`src/rtl/core/apd_pkg.sv`:
```
// shared types and constants for the aligned packet deframer
// no dependencies
package apd_pkg;

   localparam logic [15:0] MAGIC_RESET  = 16'h4153;
   localparam logic [12:0] BUFFER_BYTES = 13'd6144;
   localparam logic [12:0] POS_MAX      = 13'h1FFF;
   localparam logic [2:0]  HDR_LAST     = 3'd7;
   localparam logic [2:0]  HDR_MAGIC_HI = 3'd1;

   localparam logic [1:0] KIND_PAYLOAD = 2'd0;
   localparam logic [1:0] KIND_EMPTY   = 2'd1;
   localparam logic [1:0] KIND_END     = 2'd2;

   localparam logic [1:0] TYPE_CONTROL = 2'd0;
   localparam logic [1:0] TYPE_NETWORK = 2'd1;
   localparam logic [1:0] TYPE_SERIAL  = 2'd2;

   localparam logic [15:0] FLAG_CONTROL = 16'd0;
   localparam logic [15:0] FLAG_NETWORK = 16'd2;
   localparam logic [15:0] FLAG_SERIAL  = 16'd3;

   localparam logic [1:0] STATUS_CLEAN     = 2'd0;
   localparam logic [1:0] STATUS_BAD_MAGIC = 2'd1;
   localparam logic [1:0] STATUS_OVERRUN   = 2'd2;
   localparam logic [1:0] STATUS_TRUNCATED = 2'd3;

   typedef enum logic [1:0] {
      PHASE_HEADER,
      PHASE_PAYLOAD,
      PHASE_PAD,
      PHASE_STOP
   } apd_phase_type;

   typedef struct packed {
      logic [7:0]  rx_byte;
      logic [12:0] buffer_length;
      logic        last_byte;
   } apd_req_type;

   typedef struct packed {
      logic [1:0]  result_kind;
      logic [7:0]  payload_byte;
      logic [1:0]  packet_type;
      logic [15:0] channel_word;
      logic [12:0] payload_length;
      logic        packet_end;
      logic [1:0]  buffer_status;
   } apd_rsp_type;

   // everything one byte causes: an optional packet word and an optional buffer end
   typedef struct packed {
      logic        has_data;
      apd_rsp_type data;
      logic        has_end;
      logic [1:0]  end_status;
   } apd_entry_type;

endpackage

```
`src/rtl/core/aligned_packet_deframer.sv`:
```
// top level of the aligned packet deframer: parser, entry queue, result unpacker
// depends on apd_pkg, apd_front, apd_queue, apd_back
// a byte's queue entry is registered, then shows on rsp_data once the words ahead of it are popped
// throughput: one byte per cycle while req_full is low; a last byte that also carries a packet word gives two words
// queue of QUEUE_DEPTH entries between parser and unpacker sets how long output may stall
// reset: synchronous, clears parse state and queue, magic returns to 16'h4153
module aligned_packet_deframer import apd_pkg::*; #(
   parameter int QUEUE_DEPTH = 4
) (
   input  logic        clock,
   input  logic        reset,
   input  logic        req_push,
   input  apd_req_type req_data,
   output logic        req_full,
   output logic        rsp_empty,
   input  logic        rsp_pop,
   output apd_rsp_type rsp_data,
   input  logic        csr_valid,
   output logic        csr_ready,
   input  logic [15:0] csr_data
);

   logic          q_wr_en;
   apd_entry_type q_wr_data;
   logic          q_rd_en;
   apd_entry_type q_head;
   logic          q_empty;
   logic          q_full;

   assign csr_ready = 1'b1;

   apd_front u_front (
      .clock     (clock),
      .reset     (reset),
      .req_push  (req_push),
      .req_data  (req_data),
      .req_full  (req_full),
      .csr_valid (csr_valid),
      .csr_data  (csr_data),
      .q_full    (q_full),
      .q_wr_en   (q_wr_en),
      .q_wr_data (q_wr_data)
   );

   apd_queue #(
      .DEPTH (QUEUE_DEPTH)
   ) u_queue (
      .clock   (clock),
      .reset   (reset),
      .wr_en   (q_wr_en),
      .wr_data (q_wr_data),
      .rd_en   (q_rd_en),
      .rd_data (q_head),
      .empty   (q_empty),
      .full    (q_full)
   );

   apd_back u_back (
      .clock     (clock),
      .reset     (reset),
      .q_head    (q_head),
      .q_empty   (q_empty),
      .q_rd_en   (q_rd_en),
      .rsp_data  (rsp_data),
      .rsp_empty (rsp_empty),
      .rsp_pop   (rsp_pop)
   );

endmodule

```
`src/rtl/core/apd_front.sv`:
```
// header parser: accepts one byte a cycle while the queue is not full and classifies it into a queue entry
// depends on apd_pkg
module apd_front import apd_pkg::*; (
   input  logic          clock,
   input  logic          reset,
   input  logic          req_push,
   input  apd_req_type   req_data,
   output logic          req_full,
   input  logic          csr_valid,
   input  logic [15:0]   csr_data,
   input  logic          q_full,
   output logic          q_wr_en,
   output apd_entry_type q_wr_data
);

   apd_phase_type phase_ff, phase_in, step_phase;
   logic [12:0]   pos_ff, pos_in, pos_next;
   logic [2:0]    hcount_ff, hcount_in, step_hcount;
   logic [63:0]   hdr_ff, hdr_in;
   logic [12:0]   rem_ff, rem_in, step_rem;
   logic [2:0]    pad_ff, pad_in, step_pad;
   logic [1:0]    stop_ff, stop_in, step_stop;
   logic [15:0]   magic_ff;

   logic          accept;
   logic [7:0]    b;
   logic [12:0]   blen;
   logic [15:0]   len16;
   logic [15:0]   chan_now;
   logic [15:0]   flag;
   logic          skip;
   logic [1:0]    ptype;
   logic          magic_bad;
   logic          hdr_done;
   logic          overrun;
   logic [2:0]    pad_calc;
   apd_entry_type entry;

   assign accept    = req_push && !q_full;
   assign req_full  = q_full;
   assign b         = req_data.rx_byte;
   assign blen      = (req_data.buffer_length > BUFFER_BYTES) ? BUFFER_BYTES
                                                              : req_data.buffer_length;
   assign pos_next  = (pos_ff == POS_MAX) ? pos_ff : pos_ff + 13'd1;
   assign len16     = hdr_ff[47:32];
   assign chan_now  = {b, hdr_ff[55:48]};
   assign flag      = hdr_ff[31:16];
   assign magic_bad = (hcount_ff == HDR_MAGIC_HI) && ({b, hdr_ff[7:0]} != magic_ff);
   assign hdr_done  = (hcount_ff == HDR_LAST);
   assign overrun   = ({4'd0, pos_next} + {1'b0, len16}) > {4'd0, blen};
   assign pad_calc  = 3'd0 - len16[2:0];

   always_comb begin
      unique case (flag)
         FLAG_CONTROL: begin ptype = TYPE_CONTROL; skip = 1'b0; end
         FLAG_NETWORK: begin ptype = TYPE_NETWORK; skip = 1'b0; end
         FLAG_SERIAL:  begin ptype = TYPE_SERIAL;  skip = 1'b0; end
         default:      begin ptype = TYPE_CONTROL; skip = 1'b1; end
      endcase
   end

   // next state
   always_comb begin
      step_phase  = phase_ff;
      step_hcount = hcount_ff;
      step_rem    = rem_ff;
      step_pad    = pad_ff;
      step_stop   = stop_ff;
      hdr_in      = hdr_ff;
      unique case (phase_ff)
         PHASE_HEADER: begin
            hdr_in[{hcount_ff, 3'b000} +: 8] = b;
            step_hcount = hcount_ff + 3'd1;
            if (magic_bad) begin
               step_phase = PHASE_STOP;
               step_stop  = STATUS_BAD_MAGIC;
            end else if (hdr_done) begin
               step_hcount = 3'd0;
               if (overrun) begin
                  step_phase = PHASE_STOP;
                  step_stop  = STATUS_OVERRUN;
               end else begin
                  step_pad = pad_calc;
                  step_rem = len16[12:0];
                  if (len16 != 16'd0) begin
                     step_phase = PHASE_PAYLOAD;
                  end else begin
                     step_phase = (pad_calc != 3'd0) ? PHASE_PAD : PHASE_HEADER;
                  end
               end
            end
         end
         PHASE_PAYLOAD: begin
            step_rem = rem_ff - 13'd1;
            if (rem_ff == 13'd1) begin
               step_phase = (pad_ff != 3'd0) ? PHASE_PAD : PHASE_HEADER;
            end
         end
         PHASE_PAD: begin
            step_pad = pad_ff - 3'd1;
            if (pad_ff == 3'd1) begin
               step_phase = PHASE_HEADER;
            end
         end
         PHASE_STOP: begin
         end
         default: begin
         end
      endcase
   end

   always_comb begin
      if (!accept) begin
         phase_in  = phase_ff;
         pos_in    = pos_ff;
         hcount_in = hcount_ff;
         rem_in    = rem_ff;
         pad_in    = pad_ff;
         stop_in   = stop_ff;
      end else if (req_data.last_byte) begin
         phase_in  = PHASE_HEADER;
         pos_in    = 13'd0;
         hcount_in = 3'd0;
         rem_in    = 13'd0;
         pad_in    = 3'd0;
         stop_in   = STATUS_CLEAN;
      end else begin
         phase_in  = step_phase;
         pos_in    = pos_next;
         hcount_in = step_hcount;
         rem_in    = step_rem;
         pad_in    = step_pad;
         stop_in   = step_stop;
      end
   end

   // outputs
   always_comb begin
      entry                     = '0;
      entry.data.packet_type    = ptype;
      entry.data.channel_word   = hdr_ff[63:48];
      entry.data.payload_length = hdr_ff[44:32];
      if (phase_ff == PHASE_PAYLOAD && !skip) begin
         entry.has_data          = 1'b1;
         entry.data.result_kind  = KIND_PAYLOAD;
         entry.data.payload_byte = b;
         entry.data.packet_end   = (rem_ff == 13'd1);
      end else if (phase_ff == PHASE_HEADER && hdr_done && !overrun
                   && len16 == 16'd0 && !skip) begin
         entry.has_data            = 1'b1;
         entry.data.result_kind    = KIND_EMPTY;
         entry.data.channel_word   = chan_now;
         entry.data.payload_length = 13'd0;
         entry.data.packet_end     = 1'b1;
      end
      entry.has_end = req_data.last_byte;
      if (step_phase == PHASE_STOP) begin
         entry.end_status = step_stop;
      end else if (step_phase == PHASE_HEADER && step_hcount != 3'd0) begin
         entry.end_status = STATUS_TRUNCATED;
      end else if (step_phase == PHASE_PAYLOAD) begin
         entry.end_status = STATUS_OVERRUN;
      end else begin
         entry.end_status = STATUS_CLEAN;
      end
   end

   assign q_wr_en   = accept && (entry.has_data || entry.has_end);
   assign q_wr_data = entry;

   always_ff @(posedge clock) begin
      if (reset) begin
         phase_ff  <= PHASE_HEADER;
         pos_ff    <= 13'd0;
         hcount_ff <= 3'd0;
         rem_ff    <= 13'd0;
         pad_ff    <= 3'd0;
         stop_ff   <= STATUS_CLEAN;
         magic_ff  <= MAGIC_RESET;
      end else begin
         phase_ff  <= phase_in;
         pos_ff    <= pos_in;
         hcount_ff <= hcount_in;
         rem_ff    <= rem_in;
         pad_ff    <= pad_in;
         stop_ff   <= stop_in;
         if (csr_valid) begin
            magic_ff <= csr_data;
         end
      end
   end

   always_ff @(posedge clock) begin
      if (accept && phase_ff == PHASE_HEADER) begin
         hdr_ff <= hdr_in;
      end
   end

   a_payload_count: assert property (@(posedge clock) disable iff (reset)
      phase_ff == PHASE_PAYLOAD |-> rem_ff != 13'd0)
      else $error("payload phase with no bytes left");
   a_pad_count: assert property (@(posedge clock) disable iff (reset)
      phase_ff == PHASE_PAD |-> pad_ff != 3'd0)
      else $error("pad phase with no pad left");
   a_buffer_clear: assert property (@(posedge clock) disable iff (reset)
      accept && req_data.last_byte |=> phase_ff == PHASE_HEADER && pos_ff == 13'd0
                                       && hcount_ff == 3'd0)
      else $error("parse state not cleared after buffer end");

endmodule

```
`src/rtl/core/apd_queue.sv`:
```
// small register queue of parsed entries between parser and result unpacker
// depends on apd_pkg
module apd_queue import apd_pkg::*; #(
   parameter int DEPTH = 4
) (
   input  logic          clock,
   input  logic          reset,
   input  logic          wr_en,
   input  apd_entry_type wr_data,
   input  logic          rd_en,
   output apd_entry_type rd_data,
   output logic          empty,
   output logic          full
);

   localparam int PTR_W = (DEPTH > 1) ? $clog2(DEPTH) : 1;
   localparam int CNT_W = $clog2(DEPTH + 1);

   apd_entry_type          store_ff [DEPTH];
   logic [PTR_W-1:0]       wr_ptr_ff, wr_ptr_in;
   logic [PTR_W-1:0]       rd_ptr_ff, rd_ptr_in;
   logic [CNT_W-1:0]       count_ff, count_in;
   logic                   do_wr;
   logic                   do_rd;

   assign empty   = (count_ff == CNT_W'(0));
   assign full    = (count_ff == CNT_W'(DEPTH));
   assign do_wr   = wr_en && !full;
   assign do_rd   = rd_en && !empty;
   assign rd_data = store_ff[rd_ptr_ff];

   always_comb begin
      wr_ptr_in = wr_ptr_ff;
      rd_ptr_in = rd_ptr_ff;
      count_in  = count_ff;
      if (do_wr) begin
         wr_ptr_in = (wr_ptr_ff == PTR_W'(DEPTH - 1)) ? '0 : wr_ptr_ff + PTR_W'(1);
      end
      if (do_rd) begin
         rd_ptr_in = (rd_ptr_ff == PTR_W'(DEPTH - 1)) ? '0 : rd_ptr_ff + PTR_W'(1);
      end
      if (do_wr && !do_rd) begin
         count_in = count_ff + CNT_W'(1);
      end else if (do_rd && !do_wr) begin
         count_in = count_ff - CNT_W'(1);
      end
   end

   always_ff @(posedge clock) begin
      if (reset) begin
         wr_ptr_ff <= '0;
         rd_ptr_ff <= '0;
         count_ff  <= '0;
      end else begin
         wr_ptr_ff <= wr_ptr_in;
         rd_ptr_ff <= rd_ptr_in;
         count_ff  <= count_in;
      end
   end

   always_ff @(posedge clock) begin
      if (do_wr) begin
         store_ff[wr_ptr_ff] <= wr_data;
      end
   end

   a_count_bound: assert property (@(posedge clock) disable iff (reset)
      count_ff <= CNT_W'(DEPTH))
      else $error("queue count beyond depth");
   a_full_holds: assert property (@(posedge clock) disable iff (reset)
      full && !rd_en |=> full)
      else $error("full queue drained without a read");

endmodule

```
`src/rtl/core/apd_back.sv`:
```
// result unpacker: turns each queue entry into one or two result words
// depends on apd_pkg
module apd_back import apd_pkg::*; (
   input  logic          clock,
   input  logic          reset,
   input  apd_entry_type q_head,
   input  logic          q_empty,
   output logic          q_rd_en,
   output apd_rsp_type   rsp_data,
   output logic          rsp_empty,
   input  logic          rsp_pop
);

   logic        data_done_ff, data_done_in;
   logic        show_data;
   logic        take;
   apd_rsp_type end_word;

   assign show_data = q_head.has_data && !data_done_ff;
   assign take      = rsp_pop && !q_empty;
   assign rsp_empty = q_empty;

   always_comb begin
      end_word               = '0;
      end_word.result_kind   = KIND_END;
      end_word.buffer_status = q_head.end_status;
   end

   assign rsp_data = show_data ? q_head.data : end_word;

   always_comb begin
      q_rd_en      = 1'b0;
      data_done_in = data_done_ff;
      if (take) begin
         if (show_data && q_head.has_end) begin
            data_done_in = 1'b1;
         end else begin
            q_rd_en      = 1'b1;
            data_done_in = 1'b0;
         end
      end
   end

   always_ff @(posedge clock) begin
      if (reset) begin
         data_done_ff <= 1'b0;
      end else begin
         data_done_ff <= data_done_in;
      end
   end

   a_split_entry: assert property (@(posedge clock) disable iff (reset)
      data_done_ff |-> !q_empty && q_head.has_data && q_head.has_end)
      else $error("second half pending without a split entry");
   a_split_end: assert property (@(posedge clock) disable iff (reset)
      data_done_ff && rsp_pop |-> q_rd_en && rsp_data.result_kind == KIND_END)
      else $error("split entry not finished by buffer end word");

endmodule
```
`config.mk`:
```
export PLATFORM = sky130hd
export DESIGN_NAME = aligned_packet_deframer
export DESIGN_NICKNAME = d
export VERILOG_FILES = /design/src/rtl/core/apd_pkg.sv /design/src/rtl/core/aligned_packet_deframer.sv /design/src/rtl/core/apd_front.sv /design/src/rtl/core/apd_queue.sv /design/src/rtl/core/apd_back.sv
export SDC_FILE = /design/constraint.sdc
export NUM_CORES = 1
export LEC_CHECK = 0
export BUFFER_PORTS_ARGS = -buffer_cell sky130_fd_sc_hd__buf_4
export CAP_MARGIN = 20
export CORE_MARGIN = 8
export CORE_UTILIZATION = 39
export CTS_BUF_LIST = sky130_fd_sc_hd__clkbuf_16
export DETAILED_ROUTE_END_ITERATION = 6
export GPL_ROUTABILITY_DRIVEN = 0
export GPL_TIMING_DRIVEN = 0
export PLACE_DENSITY_LB_ADDON = 0.15
export SLEW_MARGIN = 20
export SYNTH_ARGS = -nofsm -noshare
export SYNTH_HDL_FRONTEND = slang
export SYNTH_HIERARCHICAL = 1
export SYNTH_SLANG_ARGS = --single-unit
export TNS_END_PERCENT = 5
```
`constraint.sdc`:
```
create_clock -name clock -period 7.36 [get_ports clock]
set_clock_uncertainty 0.05 [all_clocks]
set_input_delay 0.368 -clock clock [delete_from_list [all_inputs] [get_ports clock]]
set_output_delay 0.368 -clock clock [all_outputs]
set_load 0.02 [all_outputs]
```
==> run summary <==
Crit. End Element = register
layout cell share with drive strength beyond 1 = 0.205
max-cap check violation count = 0
detailed-route wire length per cell = 19.8 um
cell taking the most area after synthesis = edfxtp_1
CTS sink cnt = 310
post-route setup slack = 0.469 ns
area grow syn2layout = 16.9%
CTS tree = built
# DRC = 0
fin area = 0.0173 mm^2
required time at the worst-slack endpoint = 7.76 ns
outcome = finished, final reports clean
Fmax = 145 MHz
Min Hold Slack = 0.0229 ns
worst-path fanout max = 10
Detailed Route WL = 35,700 um
WP data arrival = 7.29 ns
starting density of the core = 0.395
die area = 0.0445 mm^2
leakage = 6.28 nW
vias in the first global route = 9,574
hold_sp = csr_data[0]
Peak VDD IR = 0.000130 V
# nets final = 1,357
Hold Vio Cnt, Final = 0
ANT nets after route = 0
Setup TNS Final = 0 ns
initial antenna violation count = 1
Pre-antenna DRT Iters = 5
Root Buffer = clkbuf_16
dpl hpwl = 24,000 um
Syn Inst Count = 1,136
Die Y-Extent = 211 um
clock buffer depth = 3
Yosys Warn Count = 6
Switching Share = 0.273
Final Power = 4.65 mW
setup slack at placement = -1.34 ns
Core Util, Final = 0.461
Crit Path Category = reg -> reg
Clk pin slew, worst setup/hold paths = 0.06 ns
CP max stage delay = 0.40 ns
GRT Total Usage = 0.160
flops & latches, synth = 310
total internal power = 3.38 mW
Final Cycle Share = 0.936
Async SR Flop Fraction = 0
mapped cell area = 0.0148 mm^2
average cell area after synthesis = 13.1 um^2
core outline area = 0.0376 mm^2
synth unique cells = 74
FF-to-FF setup slack = 0.47 ns
total CTS buffers = 35
Gate power share = 0.208
die width = 211 um
row count = 71
Via Count = 9,445
Clock power frac = 0.353
Final setup viols = 0
CP Launch Type = register
Post-synth EDFFs = 248
placed insts = 1,728
Setup crit start = u_front/pos_ff[0]
Boundary Pins = 90
worst hold path type = in -> reg
WP buf/inv = 6
sequential power share = 0.439
pwr dens = 268 mW/mm^2
commonest non-fill, non-tap cell in the layout = edfxtp_1
Worst Tran Pin Value = 1.04 ns
Net Switching = 1.27 mW
H-tree depth = 2
Crit-path slowest cell = or3_2
relative slew slack = 0.304
Port Buf Inserts = 79
ys flop type = edfxtp_1
first-pass GRT wire length = 55,800 um
Overflow after GRT = 0
post-synth top area share = 0.502
Finished Layout Cells = 1,801
DP Area = 0.0161 mm^2
clk_lat worst skew = 0.53 ns
Initial DRC Count = 549
top cell family by delay on the critical path = simple AND/OR/NAND/NOR gates
Max Slew Vio Count = 0
shortest period the worst path allows = 6.89 ns
largest net degree at the start of global routing = 49
sequential fraction of the synthesis area = 0.586
Area contributors post-synth = edfxtp_1 (50%), dfxtp_1 (8.4%), mux4_2 (7.3%)
RR Startpoint = u_front/pos_ff[0]
commonest non-fill, non-tap cells in the layout = edfxtp_1 (248), buf_4 (108), and2_1 (93)
via/cell ratio = 5.24
==> worst paths after layout <==
kind         cells after the start             endpoint
min reg2reg                      2             register
max                             34  u_queue/count_ff[2]
max reg2reg                     34  u_queue/count_ff[2]
min                              3  u_front/magic_ff[0]
==> logic make-up after synthesis <==
family,after synthesis,synth area share
AOI/OAI and AO/OA,171,0.0758
xor gates and xnor gates,44,0.0260
adders and majority gates,50,0.0432
buffers and inverters,125,0.0415
DFF,310,0.586
muxes,80,0.0960
other,2,0.000506
and+or+nand+nor,354,0.131
==> layer usage <==
metal | vias up | GRT usage | part of all wire
li1 | 4496 | - | -
met1 | 4674 | 0.215 | 0.45
met2 | 220 | 0.266 | 0.48
met3 | 55 | 0.0289 | 0.047
met4 | 0 | 0.0417 | 0.020
met5 | - | 0 | 0
==> power by group through the flow <==
| stage | clock network (mW) | logic [mW] | registers, mW |
|---|---|---|---|
| after detailed placement | 0 | 0.980 | 2.08 |
| after global placement | 0 | 0.970 | 2.08 |
| after floorplan | 0 | 0.655 | 2.07 |
| after global routing | 1.77 | 1.06 | 2.05 |
| after CTS | 1.69 | 0.988 | 2.04 |
| final | 1.64 | 0.969 | 2.04 |
==> synth_stat cells (all sizes together) (11+ instances only) <==
library cell	number
dfxtp	62
ha	48
inv	37
nand4	12
mux4	48
edfxtp	248
xnor2	14
nand2	55
nand3	15
and2	93
o21ai	38
nor2	57
xor2	30
and3	28
nor4	14
mux2i	20
mux2	12
a21oi	52
clkbuf	52
nor3	32
or3	11
buf	33
==> registers in the layout (all words and copies together), names as in the netlist, named ones only <==
register and flops:
u_queue/store_ff 192, u_front/hdr_ff 56, u_front/magic_ff 16, u_front/pos_ff 13, u_front/rem_ff 13, u_front/hcount_ff 3, u_front/pad_ff 3, u_queue/count_ff 3
u_front/phase_ff 2, u_front/stop_ff 2, u_queue/rd_ptr_ff 2, u_queue/wr_ptr_ff 2, u_back/data_done_ff 1
==> worst reg2reg max path, delay by kind of cell, from the launching register on <==
kind	cells	cell delay [ns]
AOI/OAI and AO/OA	9	1.58
DFF	1	0.35
adders and majority gates	5	1.41
buffers and inverters	6	0.92
and+or+nand+nor	11	1.92
xor gates and xnor gates	3	0.59
==> final cells by class <==
cell class	count	area (um^2)
diodes	2	5.00
plain buffers	82	452
clock buffers	35	876
clock inverters	26	209
fillers	3423	20200
inverters	40	155
multi-input cells	703	5610
flip-flops and latches	310	8690
well taps	511	639
repair buffers	92	696
==> what timing repair did <==
action	in CTS	in global routing
buffers inserted	6	5
hold buffers	2	0
setup endpoints to repair	197	194
pin swaps	4	5
endpoints found under the hold margin	2	0
gates resized for setup	4	14
No activity file was read; power rests on OpenSTA's default activity.
